[src/sv/assert_macros.svh]
// Assertion helpers, sampled on clk_i and disabled while rst_ni is low.
`ifndef ASSERT_MACROS_SVH
`define ASSERT_MACROS_SVH

// Same-cycle implication.
`define SSL_ASSERT_IMPL(lbl, ante, cons) \
  lbl: assert property (@(posedge clk_i) disable iff (!rst_ni) (ante) |-> (cons)) \
    else $error("assertion failed");

// Next-cycle implication.
`define SSL_ASSERT_NEXT(lbl, ante, cons) \
  lbl: assert property (@(posedge clk_i) disable iff (!rst_ni) (ante) |=> (cons)) \
    else $error("assertion failed");

`endif

[src/sv/ssl_pkg.sv]
package ssl_pkg;

  localparam int WORD_BITS = 16;
  localparam int CNT_W     = $clog2(WORD_BITS);

  // Input tdata layout.
  localparam int IN_TDATA_W = 24;
  localparam int DEST_LSB   = 0;
  localparam int DWORD_LSB  = 2;
  localparam int DWORD_W    = 16;
  localparam int LDB_BIT    = 18;

  localparam int OUT_TDATA_W = 8;
  localparam int EN_W        = 3;

  typedef enum logic [1:0] {
    DEST_LEFT  = 2'd0,
    DEST_RIGHT = 2'd1,
    DEST_TUNER = 2'd2,
    DEST_NONE  = 2'd3
  } dest_e;

  typedef enum logic [1:0] {
    KIND_START = 2'd0,
    KIND_DATA  = 2'd1,
    KIND_LOAD  = 2'd2,
    KIND_PULSE = 2'd3
  } frame_kind_e;

  typedef enum logic [2:0] {
    ST_IDLE,
    ST_START,
    ST_DATA,
    ST_LOAD,
    ST_PULSE
  } state_e;

  typedef struct packed {
    logic        load;
    logic        shift;
    frame_kind_e kind;
  } ctrl_cmd_t;

  typedef struct packed {
    logic cnt_last;
    logic display;
  } dp_status_t;

endpackage

[src/sv/ssl_ctrl.sv]
module ssl_ctrl (
  input  logic               clk_i,
  input  logic               rst_ni,
  input  logic               in_valid_i,
  output logic               in_ready_o,
  output logic               out_valid_o,
  input  logic               out_ready_i,
  output logic               out_last_o,
  input  ssl_pkg::dp_status_t status_i,
  output ssl_pkg::ctrl_cmd_t  cmd_o
);
  import ssl_pkg::*;

  state_e state_q, state_d;

  always_ff @(posedge clk_i or negedge rst_ni) begin
    if (!rst_ni) begin
      state_q <= ST_IDLE;
    end else begin
      state_q <= state_d;
    end
  end

  always_comb begin
    state_d     = state_q;
    in_ready_o  = 1'b0;
    out_valid_o = 1'b1;
    out_last_o  = 1'b0;
    cmd_o.load  = 1'b0;
    cmd_o.shift = 1'b0;
    cmd_o.kind  = KIND_START;
    case (state_q)
      ST_IDLE: begin
        out_valid_o = 1'b0;
        in_ready_o  = 1'b1;
        if (in_valid_i) begin
          cmd_o.load = 1'b1;
          state_d    = ST_START;
        end
      end
      ST_START: begin
        if (out_ready_i) begin
          state_d = ST_DATA;
        end
      end
      ST_DATA: begin
        cmd_o.kind = KIND_DATA;
        if (out_ready_i) begin
          cmd_o.shift = 1'b1;
          if (status_i.cnt_last) begin
            state_d = status_i.display ? ST_LOAD : ST_PULSE;
          end
        end
      end
      ST_LOAD: begin
        cmd_o.kind = KIND_LOAD;
        if (out_ready_i) begin
          state_d = ST_PULSE;
        end
      end
      ST_PULSE: begin
        cmd_o.kind = KIND_PULSE;
        out_last_o = 1'b1;
        // Take the next word in the same cycle the load pulse transfers.
        if (out_ready_i) begin
          in_ready_o = 1'b1;
          if (in_valid_i) begin
            cmd_o.load = 1'b1;
            state_d    = ST_START;
          end else begin
            state_d = ST_IDLE;
          end
        end
      end
      default: begin
        out_valid_o = 1'b0;
        state_d     = ST_IDLE;
      end
    endcase
  end

endmodule

[src/sv/ssl_dp.sv]
module ssl_dp (
  input  logic                              clk_i,
  input  logic                              rst_ni,
  input  logic [ssl_pkg::IN_TDATA_W-1:0]    in_data_i,
  input  ssl_pkg::ctrl_cmd_t                cmd_i,
  output ssl_pkg::dp_status_t               status_o,
  output logic [ssl_pkg::OUT_TDATA_W-1:0]   out_data_o,
  output logic [1:0]                        out_kind_o
);
  import ssl_pkg::*;

  logic [1:0]           dest_q;
  logic [WORD_BITS-1:0] shift_q;
  logic                 ldb_q;
  logic [CNT_W-1:0]     cnt_q;

  logic            tuner;
  logic            serial_bit;
  logic [EN_W-1:0] enables;

  assign tuner = (dest_q == DEST_TUNER);

  always_ff @(posedge clk_i or negedge rst_ni) begin
    if (!rst_ni) begin
      cnt_q <= '0;
    end else if (cmd_i.load) begin
      cnt_q <= '0;
    end else if (cmd_i.shift) begin
      cnt_q <= cnt_q + CNT_W'(1);
    end
  end

  always_ff @(posedge clk_i) begin
    if (cmd_i.load) begin
      dest_q  <= in_data_i[DEST_LSB +: 2];
      shift_q <= WORD_BITS'(in_data_i[DWORD_LSB +: DWORD_W]);
      ldb_q   <= in_data_i[LDB_BIT];
    end else if (cmd_i.shift) begin
      // Tuner takes MSB first, displays LSB first.
      if (tuner) begin
        shift_q <= {shift_q[WORD_BITS-2:0], 1'b0};
      end else begin
        shift_q <= {1'b0, shift_q[WORD_BITS-1:1]};
      end
    end
  end

  assign status_o.cnt_last = (cnt_q == CNT_W'(WORD_BITS - 1));
  assign status_o.display  = (dest_q == DEST_LEFT) || (dest_q == DEST_RIGHT);

  always_comb begin
    serial_bit = 1'b0;
    enables    = '0;
    case (dest_q)
      DEST_LEFT:  enables = 3'b001;
      DEST_RIGHT: enables = 3'b010;
      DEST_TUNER: enables = 3'b100;
      default:    enables = '0;
    endcase
    case (cmd_i.kind)
      KIND_START: serial_bit = 1'b0;
      KIND_DATA:  serial_bit = tuner ? shift_q[WORD_BITS-1] : shift_q[0];
      KIND_LOAD:  serial_bit = ldb_q;
      KIND_PULSE: begin
        serial_bit = 1'b0;
        enables    = '0;
      end
      default:    serial_bit = 1'b0;
    endcase
  end

  assign out_data_o = {{(OUT_TDATA_W - EN_W - 1){1'b0}}, enables, serial_bit};
  assign out_kind_o = cmd_i.kind;

endmodule

[src/sv/strobed_serial_word_loader_core.sv]
// Channel   Dir  Payload
// s_axis    in   tdata: destination, data_word, load_bit
// m_axis    out  tdata: serial_data, enable_lines; tuser: frame_kind; tlast: last_frame
//
// One frame per cycle while m_axis_tready is high: a display word is sent as start,
// 16 data bits, load bit and load pulse frames; a tuner word has no load bit frame.
// The frame sequencer in ssl_ctrl sets this; a new word is taken in the cycle the
// load pulse transfers, so back-to-back words run without a gap.
// Reset clears the sequencer to idle; a low m_axis_tready holds the current frame.
module strobed_serial_word_loader_core (
  input  logic                              clk_i,
  input  logic                              rst_ni,
  input  logic                              s_axis_tvalid,
  output logic                              s_axis_tready,
  // [1:0] destination, [17:2] data_word, [18] load_bit, [23:19] zero
  input  logic [ssl_pkg::IN_TDATA_W-1:0]    s_axis_tdata,
  output logic                              m_axis_tvalid,
  input  logic                              m_axis_tready,
  // [0] serial_data, [3:1] enable_lines, [7:4] zero
  output logic [ssl_pkg::OUT_TDATA_W-1:0]   m_axis_tdata,
  // [1:0] frame_kind
  output logic [1:0]                        m_axis_tuser,
  output logic                              m_axis_tlast
);
  import ssl_pkg::*;

  `include "assert_macros.svh"

  ctrl_cmd_t  cmd;
  dp_status_t status;

  ssl_ctrl u_ctrl (
    .clk_i       (clk_i),
    .rst_ni      (rst_ni),
    .in_valid_i  (s_axis_tvalid),
    .in_ready_o  (s_axis_tready),
    .out_valid_o (m_axis_tvalid),
    .out_ready_i (m_axis_tready),
    .out_last_o  (m_axis_tlast),
    .status_i    (status),
    .cmd_o       (cmd)
  );

  ssl_dp u_dp (
    .clk_i      (clk_i),
    .rst_ni     (rst_ni),
    .in_data_i  (s_axis_tdata),
    .cmd_i      (cmd),
    .status_o   (status),
    .out_data_o (m_axis_tdata),
    .out_kind_o (m_axis_tuser)
  );

  `SSL_ASSERT_NEXT(a_accept_starts, s_axis_tvalid && s_axis_tready,
                   m_axis_tvalid && (m_axis_tuser == KIND_START))
  `SSL_ASSERT_IMPL(a_last_is_pulse, m_axis_tvalid && m_axis_tlast,
                   (m_axis_tuser == KIND_PULSE) && (m_axis_tdata[3:0] == 4'd0))
  `SSL_ASSERT_IMPL(a_load_display, m_axis_tvalid && (m_axis_tuser == KIND_LOAD),
                   !m_axis_tdata[3] && (m_axis_tdata[2:1] != 2'd0))
  `SSL_ASSERT_IMPL(a_shift_in_data, cmd.shift,
                   m_axis_tvalid && m_axis_tready && (m_axis_tuser == KIND_DATA))

endmodule
[config.mk]
export PLATFORM = sky130hd
export DESIGN_NAME = strobed_serial_word_loader_core
export DESIGN_NICKNAME = d
export VERILOG_FILES = /design/src/sv/ssl_pkg.sv /design/src/sv/ssl_ctrl.sv /design/src/sv/ssl_dp.sv /design/src/sv/strobed_serial_word_loader_core.sv
export VERILOG_INCLUDE_DIRS = /design/src /design/src/sv
export SDC_FILE = /design/constraint.sdc
export NUM_CORES = 1
export LEC_CHECK = 0
export BUFFER_PORTS_ARGS = -buffer_cell sky130_fd_sc_hd__buf_2
export CAP_MARGIN = 10
export CORE_UTILIZATION = 35
export DETAILED_ROUTE_END_ITERATION = 8
export GPL_TIMING_DRIVEN = 1
export HOLD_SLACK_MARGIN = 0.02
export SETUP_SLACK_MARGIN = 0.02
export SLEW_MARGIN = 20
export SYNTH_ARGS = -nofsm -noshare
export SYNTH_HDL_FRONTEND = slang
export SYNTH_SLANG_ARGS = --single-unit
[constraint.sdc]
create_clock -name clk_i -period 5.1 [get_ports clk_i]
set_input_delay 0.255 -clock clk_i [delete_from_list [all_inputs] [get_ports clk_i]]
set_output_delay 0.255 -clock clk_i [all_outputs]
set_load 0.02 [all_outputs]
Word-level counts from Yosys, hierarchy flattened
Index checks and enable logic that the tools add are counted.
{"block": "word_totals", "regBits": 26, "input_bits": 28, "out_inout_bits": 13}
{"block": "op_classes", "n_mux": 27, "n_reduce_logical": 8, "n_eq_ne": 16, "addsub": 1}
{"cell": "2-to-1 mux 16 bit", "n": 3}
{"cell": "2-to-1 mux 3 bit", "n": 8}
{"cell": "one-hot mux 3 bit (5 select lines)", "n": 1}
{"cell": "!= test 2 bit (second input constant)", "n": 6}
{"cell": "one-hot mux 3 bit (3 select lines)", "n": 1}
{"cell": "2-to-1 mux 1 bit", "n": 8}
{"cell": "2-to-1 mux 4 bit", "n": 2}
{"cell": "equality test 2 bit (second input constant)", "n": 3}
{"cell": "equality test 3 x 2 -> 1 bit (second input constant)", "n": 2}
{"cell": "one-hot mux 2 bit (3 select lines)", "n": 1}
{"cell": "AND reduction 6 bit", "n": 1}
{"cell": "adder 4 x 1 -> 4 bit (second input constant)", "n": 1}
{"cell": "equality test 2 x 1 -> 1 bit (second input constant)", "n": 2}
{"cell": "equality test 4 bit (second input constant)", "n": 1}
{"cell": "zero test 2 bit", "n": 2}
{"cell": "one-hot mux 1 bit (2 select lines)", "n": 2}
{"cell": "OR reduction 4 bit", "n": 1}
{"cell": "equality test 3 x 1 -> 1 bit (second input constant)", "n": 1}
{"cell": "equality test 3 bit (second input constant)", "n": 1}
{"cell": "zero test 3 bit", "n": 1}
{"cell": "one-hot mux 1 bit (3 select lines)", "n": 1}
{"cell": "nonzero test 2 bit", "n": 1}
{"cell": "OR reduction 2 bit", "n": 1}
{"cell": "logical OR 1 bit", "n": 1}

Logic depth before layout (Yosys ltp)
{"block": "logic_depth", "depth_word": 6, "mapped_depth": 6, "mapped_depth_nobuf": 4}

By module
From an unflattened synthesis, not the netlist that was laid out.
{"block": "hier_totals", "hier_cells": 142, "hier_area_um2": 1500.2}
{"module": "ssl_dp", "instances": 1, "cells_each": 108, "seq_area_each_um2": 670.6, "area_per_inst_um2": 1228.7}
{"module": "ssl_ctrl", "instances": 1, "cells_each": 34, "seq_area_each_um2": 75.1, "area_per_inst_um2": 271.5}

Worst setup path before layout
No wires, ideal clock.
{"block": "synth_path", "path_type": "reg-to-reg", "startpoint": "reg u_ctrl.state_q[2]", "endpoint": "reg u_dp.shift_q[0] (enable)", "path_stages_with_launch": 4, "path_slack_ns": 2.193, "path_buffers": 1, "period_less_slack_ns": 2.907, "arrival_time_ns": 2.468, "cell_sequence": "dfrtp_1 > buf_2 > nor2b_1 > o41ai_1"}
{"block": "synth_via", "elab_chain_len": 3, "word_cells_on_any_way": 6, "classes_between": "eq/ne (2); mux (2); reduce/logical (2)"}
{"item": "from (decl)", "line_no": "ssl_ctrl.sv:14", "text": "state_e state_q, state_d;"}
{"item": "from (signal assigned)", "line_no": "ssl_ctrl.sv:20", "text": "state_q <= state_d;"}
{"item": "equality test 3 bit, or another cell as far along", "line_no": "ssl_ctrl.sv:32", "text": "case (state_q)"}
{"item": "one-hot mux 1 bit (2 select lines) or 2-to-1 mux 1 bit (tied branches)", "line_no": "ssl_ctrl.sv:32"}
{"item": "nonzero test 2 bit (no source line) (*)"}
{"item": "to (signal assigned)", "line_no": "ssl_dp.sv:36", "text": "shift_q <= WORD_BITS'(in_data_i[DWORD_LSB +: DWORD_W]);"}
{"item": "to (signal assigned)", "line_no": "ssl_dp.sv:41", "text": "shift_q <= {shift_q[WORD_BITS-2:0], 1'b0};"}
{"item": "to (signal assigned)", "line_no": "ssl_dp.sv:43", "text": "shift_q <= {1'b0, shift_q[WORD_BITS-1:1]};"}
{"item": "to (decl)", "line_no": "ssl_dp.sv:13", "text": "logic [WORD_BITS-1:0] shift_q;"}
Every way passes the cells marked *; elsewhere a longest branch is shown, timed or not.
A chain may end at the register's enable or synchronous reset.

Worst setup path in the final report
{"block": "layout_path", "startpoint": "reg u_dp.dest_q[1]", "endpoint": "out m_axis_tdata[0] (netlist bit)"}
{"block": "layout_via", "elab_chain_len": 3}
{"item": "from (decl)", "line_no": "ssl_dp.sv:12", "text": "logic [1:0] dest_q;"}
{"item": "from (signal assigned)", "line_no": "ssl_dp.sv:35", "text": "dest_q <= in_data_i[DEST_LSB +: 2];"}
{"item": "equality test 2 bit", "line_no": "ssl_dp.sv:21", "text": "assign tuner = (dest_q == DEST_TUNER);"}
{"item": "2-to-1 mux 1 bit", "line_no": "ssl_dp.sv:62", "text": "KIND_DATA: serial_bit = tuner ? shift_q[WORD_BITS-1] : shift_q[0];"}
{"item": "one-hot mux 1 bit (3 select lines)", "line_no": "ssl_dp.sv:60", "text": "case (cmd_i.kind)"}
{"item": "to (decl)", "line_no": "strobed_serial_word_loader_core.sv:20", "text": "output logic [ssl_pkg::OUT_TDATA_W-1:0] m_axis_tdata,"}
No other way between the ends.

==> impl_metrics.ini <==
[cells_and_area]
nNetsFinal = 181
antenna_cells = 0
area_delta_synth_final_pct = 12.8
fin_util_pct = 41.4
drive_gt1_share_pct = 46.4
fin_area_um2 = 1810

[run_status]
outcome = finished, final reports clean

[timing]
hold_viol_final = 0
fin_crit_ns = 2.28
skew_ns = 0.00709
setup_viol_count_final = 0
clock.fmax_ghz = 0.439
fin_hold_ws_ns = 0.157
tns_ns = 0
worst_slew_pin_slew_ns = 0.561
relSlewSlack_pct = 62.6
fin_crit_sh_pct = 44.7
rsz0062_at_grt = no
final_max_slew_viol_count = 0

[floorplan]
io-pin-count = 41
dieArea_um2 = 4870
rows = 24
chipHeight_um = 69.8
die_w_um = 69.8
core_area_um2 = 4380
start_util_pct = 36.7

[drt]
routedWlPerCell_um = 14.3
vias_per_cell = 4.94
route.detailed.drc = 0
drt_iter0_drc = 77
via_count = 1002
ant_nets = 0
routed_wl_mm = 2.91
firstDrtPassIters = 4

[grt]
grt_antenna_before_repair = 0
grt_pass1_wl_mm = 4.84
grt_max_degree = 19
grt_pass1_vias = 1003
track_usage_pct = 12.7
grt.overflow.total = 0

[critical_path]
path_max_fanout = 18
worst_ep_arrival_time_ns = 2.02
cp.required_ns = 4.85
worstSetupPathType = flip-flop to output port
worst_setup_path_start_kind = flip-flop
end_kind = output port

[placed_design]
portBuffers = 31
place_hpwl_mm = 2.15
place_area_um2 = 1730
place.gp.congestion = 0.791

[power_and_ir_drop]
p_per_area_nw_per_um2 = 554
p_leak_nw = 0.785
vdd_drop_max_uv = 240

[synthesis]
synth_seq_cells = 26
synth_cells = 126
synth_area_um2 = 1610
ys_seq_area_share_pct = 46.4
ys_types = 37
syn_avg_cell_area_um2 = 12.8
ys_warn_count = 0

[min_path]
hold_class = input port to flip-flop

[clock_tree]
cts.path.max_buffers = 2
cts.clk_slew.worst_paths_ns = 0.09
worstSkewPairLatency_ns = 0.27
cts_sinks = 26
cts-root-buf = clkbuf_8
cts_tree = built
cts_resized = 0
htreeDepth = 1
cts_buffers = 3

[flow_run]
maxCapViolCount = 0
[synth_stat cells]
| library cell | count | share of area [%] |
|---|---|---|
| conb_1 | 1 | 0.23 |
| nor3_1 | 2 | 0.62 |
| nand3_2 | 1 | 0.62 |
| nor2b_4 | 1 | 0.86 |
| nand3_1 | 2 | 0.62 |
| o2bb2ai_1 | 1 | 0.54 |
| nand2b_1 | 2 | 0.78 |
| edfxtp_1 | 19 | 35 |
| a21o_1 | 1 | 0.47 |
| nor2b_1 | 4 | 1.6 |
| nand3b_1 | 1 | 0.47 |
| a21oi_1 | 5 | 1.6 |
| o21ai_0 | 4 | 1.2 |
| or3_1 | 2 | 0.78 |
| buf_4 | 9 | 4.2 |
| a41oi_1 | 1 | 0.54 |
| mux2_4 | 12 | 11 |
| buf_2 | 1 | 0.31 |
| a211o_1 | 1 | 0.54 |
| buf_6 | 2 | 1.4 |
| nor2_1 | 4 | 0.93 |
| buf_12 | 1 | 1.2 |
| and2_1 | 1 | 0.39 |
| nor4b_1 | 1 | 0.54 |
| o41ai_1 | 1 | 0.54 |
| mux2i_1 | 3 | 1.9 |
| mux2_2 | 18 | 13 |
| nor3b_1 | 1 | 0.47 |
| o211a_1 | 1 | 0.62 |
| dfrtp_1 | 7 | 11 |
| nand2_1 | 3 | 0.70 |
| nand4bb_2 | 1 | 1.0 |
| ha_1 | 1 | 0.78 |
| inv_1 | 6 | 1.4 |
| clkbuf_1 | 2 | 0.47 |
| xnor2_1 | 2 | 1.1 |
| o22ai_1 | 1 | 0.39 |
[placed cells by master, fill, tap and decap left out, types with 4 or more instances in the layout]
cell,instances
nor2_1,4
conb_1,4
mux2_2,18
a21oi_1,5
mux2_4,12
nor2b_1,4
buf_2,31
o21ai_0,4
inv_1,6
edfxtp_1,19
dfrtp_1,7
[layer usage]
metal  global-route usage [%]  share of wire, %  up-vias
met3                     3.92               5.2        2
li1                         -                 -      493
met5                        0                 0        -
met4                     2.67              0.38        0
met2                     20.5                49       28
met1                     16.8                46      479
[final cells by class]
type                       instances  area [um2]
clock inverter                     1        30.0
tap                               52        65.1
multi-input combinational         82         736
fill                             431        2570
sequential                        26         746
timing repair buffer              33         173
clock buffer                       3        41.3
inverter                           6        22.5
[flip-flops by register name, summed over array words and instances (netlist names)]
register        count
u_ctrl.state_q      3
u_dp.cnt_q          4
u_dp.dest_q         2
u_dp.ldb_q          1
u_dp.shift_q       16
[through the flow]
| stage | total power [mW] | setup slack [ns] | cells |
|---|---|---|---|
| 2_1_floorplan | 0.774 | 2.19 | 129 |
| 3_3_place_gp | 0.827 | 3.13 | 198 |
| 3_5_place_dp | 0.846 | 3.10 | 198 |
| 4_1_cts | 1.02 | 2.78 | 203 |
| 5_1_grt | 1.07 | 2.72 | 203 |
| 6_report | 1.00 | 2.82 | 203 |
[critical path, cell delays in order, from the launching register on]
cell      delay, ns
edfxtp_1       0.44
nor2b_4        0.54
mux2_2         0.42
o211a_1        0.20
buf_2          0.15
[report_power, final]
part	leakage (nW)	internal [mW]	switching, mW
Combinational	0.477	0.230	0.193
Clock	0.0357	0.105	0.0660
Sequential	0.272	0.341	0.0693
Total	0.785	0.676	0.328
[cell families after synthesis]
group                    share of synthesized area (%)
adder cells (fa/ha/maj)                          0.778
other                                            0.233
multiplexers                                      25.7
buffers and inverters                             9.03
AND/OR/NAND/NOR                                   10.4
flip-flops                                        46.4
AO/OA/AOI/OAI                                     6.46
XOR/XNOR                                          1.09
[final timing paths]
| check | from | to | slack (ns) | cells after the start |
|---|---|---|---|---|
| max in group asynchronous | rst_ni | u_dp.cnt_q[1] | 4.60 | 2 |
| setup reg to reg | u_ctrl.state_q[0] | u_dp.shift_q[10] | 3.16 | 3 |
| min in group asynchronous | rst_ni | u_dp.cnt_q[2] | 0.33 | 2 |
| setup / recovery | u_dp.dest_q[1] | m_axis_tdata[0] | 2.82 | 4 |
| hold / removal | s_axis_tdata[18] | u_dp.ldb_q | 0.16 | 1 |
| hold reg to reg | u_dp.cnt_q[0] | u_dp.cnt_q[0] | 0.54 | 1 |
[timing repair]
item / CTS / global route
endpoints found under the setup margin: 0 / 0
hold buffers: 1 / 0
setup buffers: 0 / 0
endpoints found under the hold margin: 7 / 0
No activity file was read; power rests on OpenSTA's default activity.
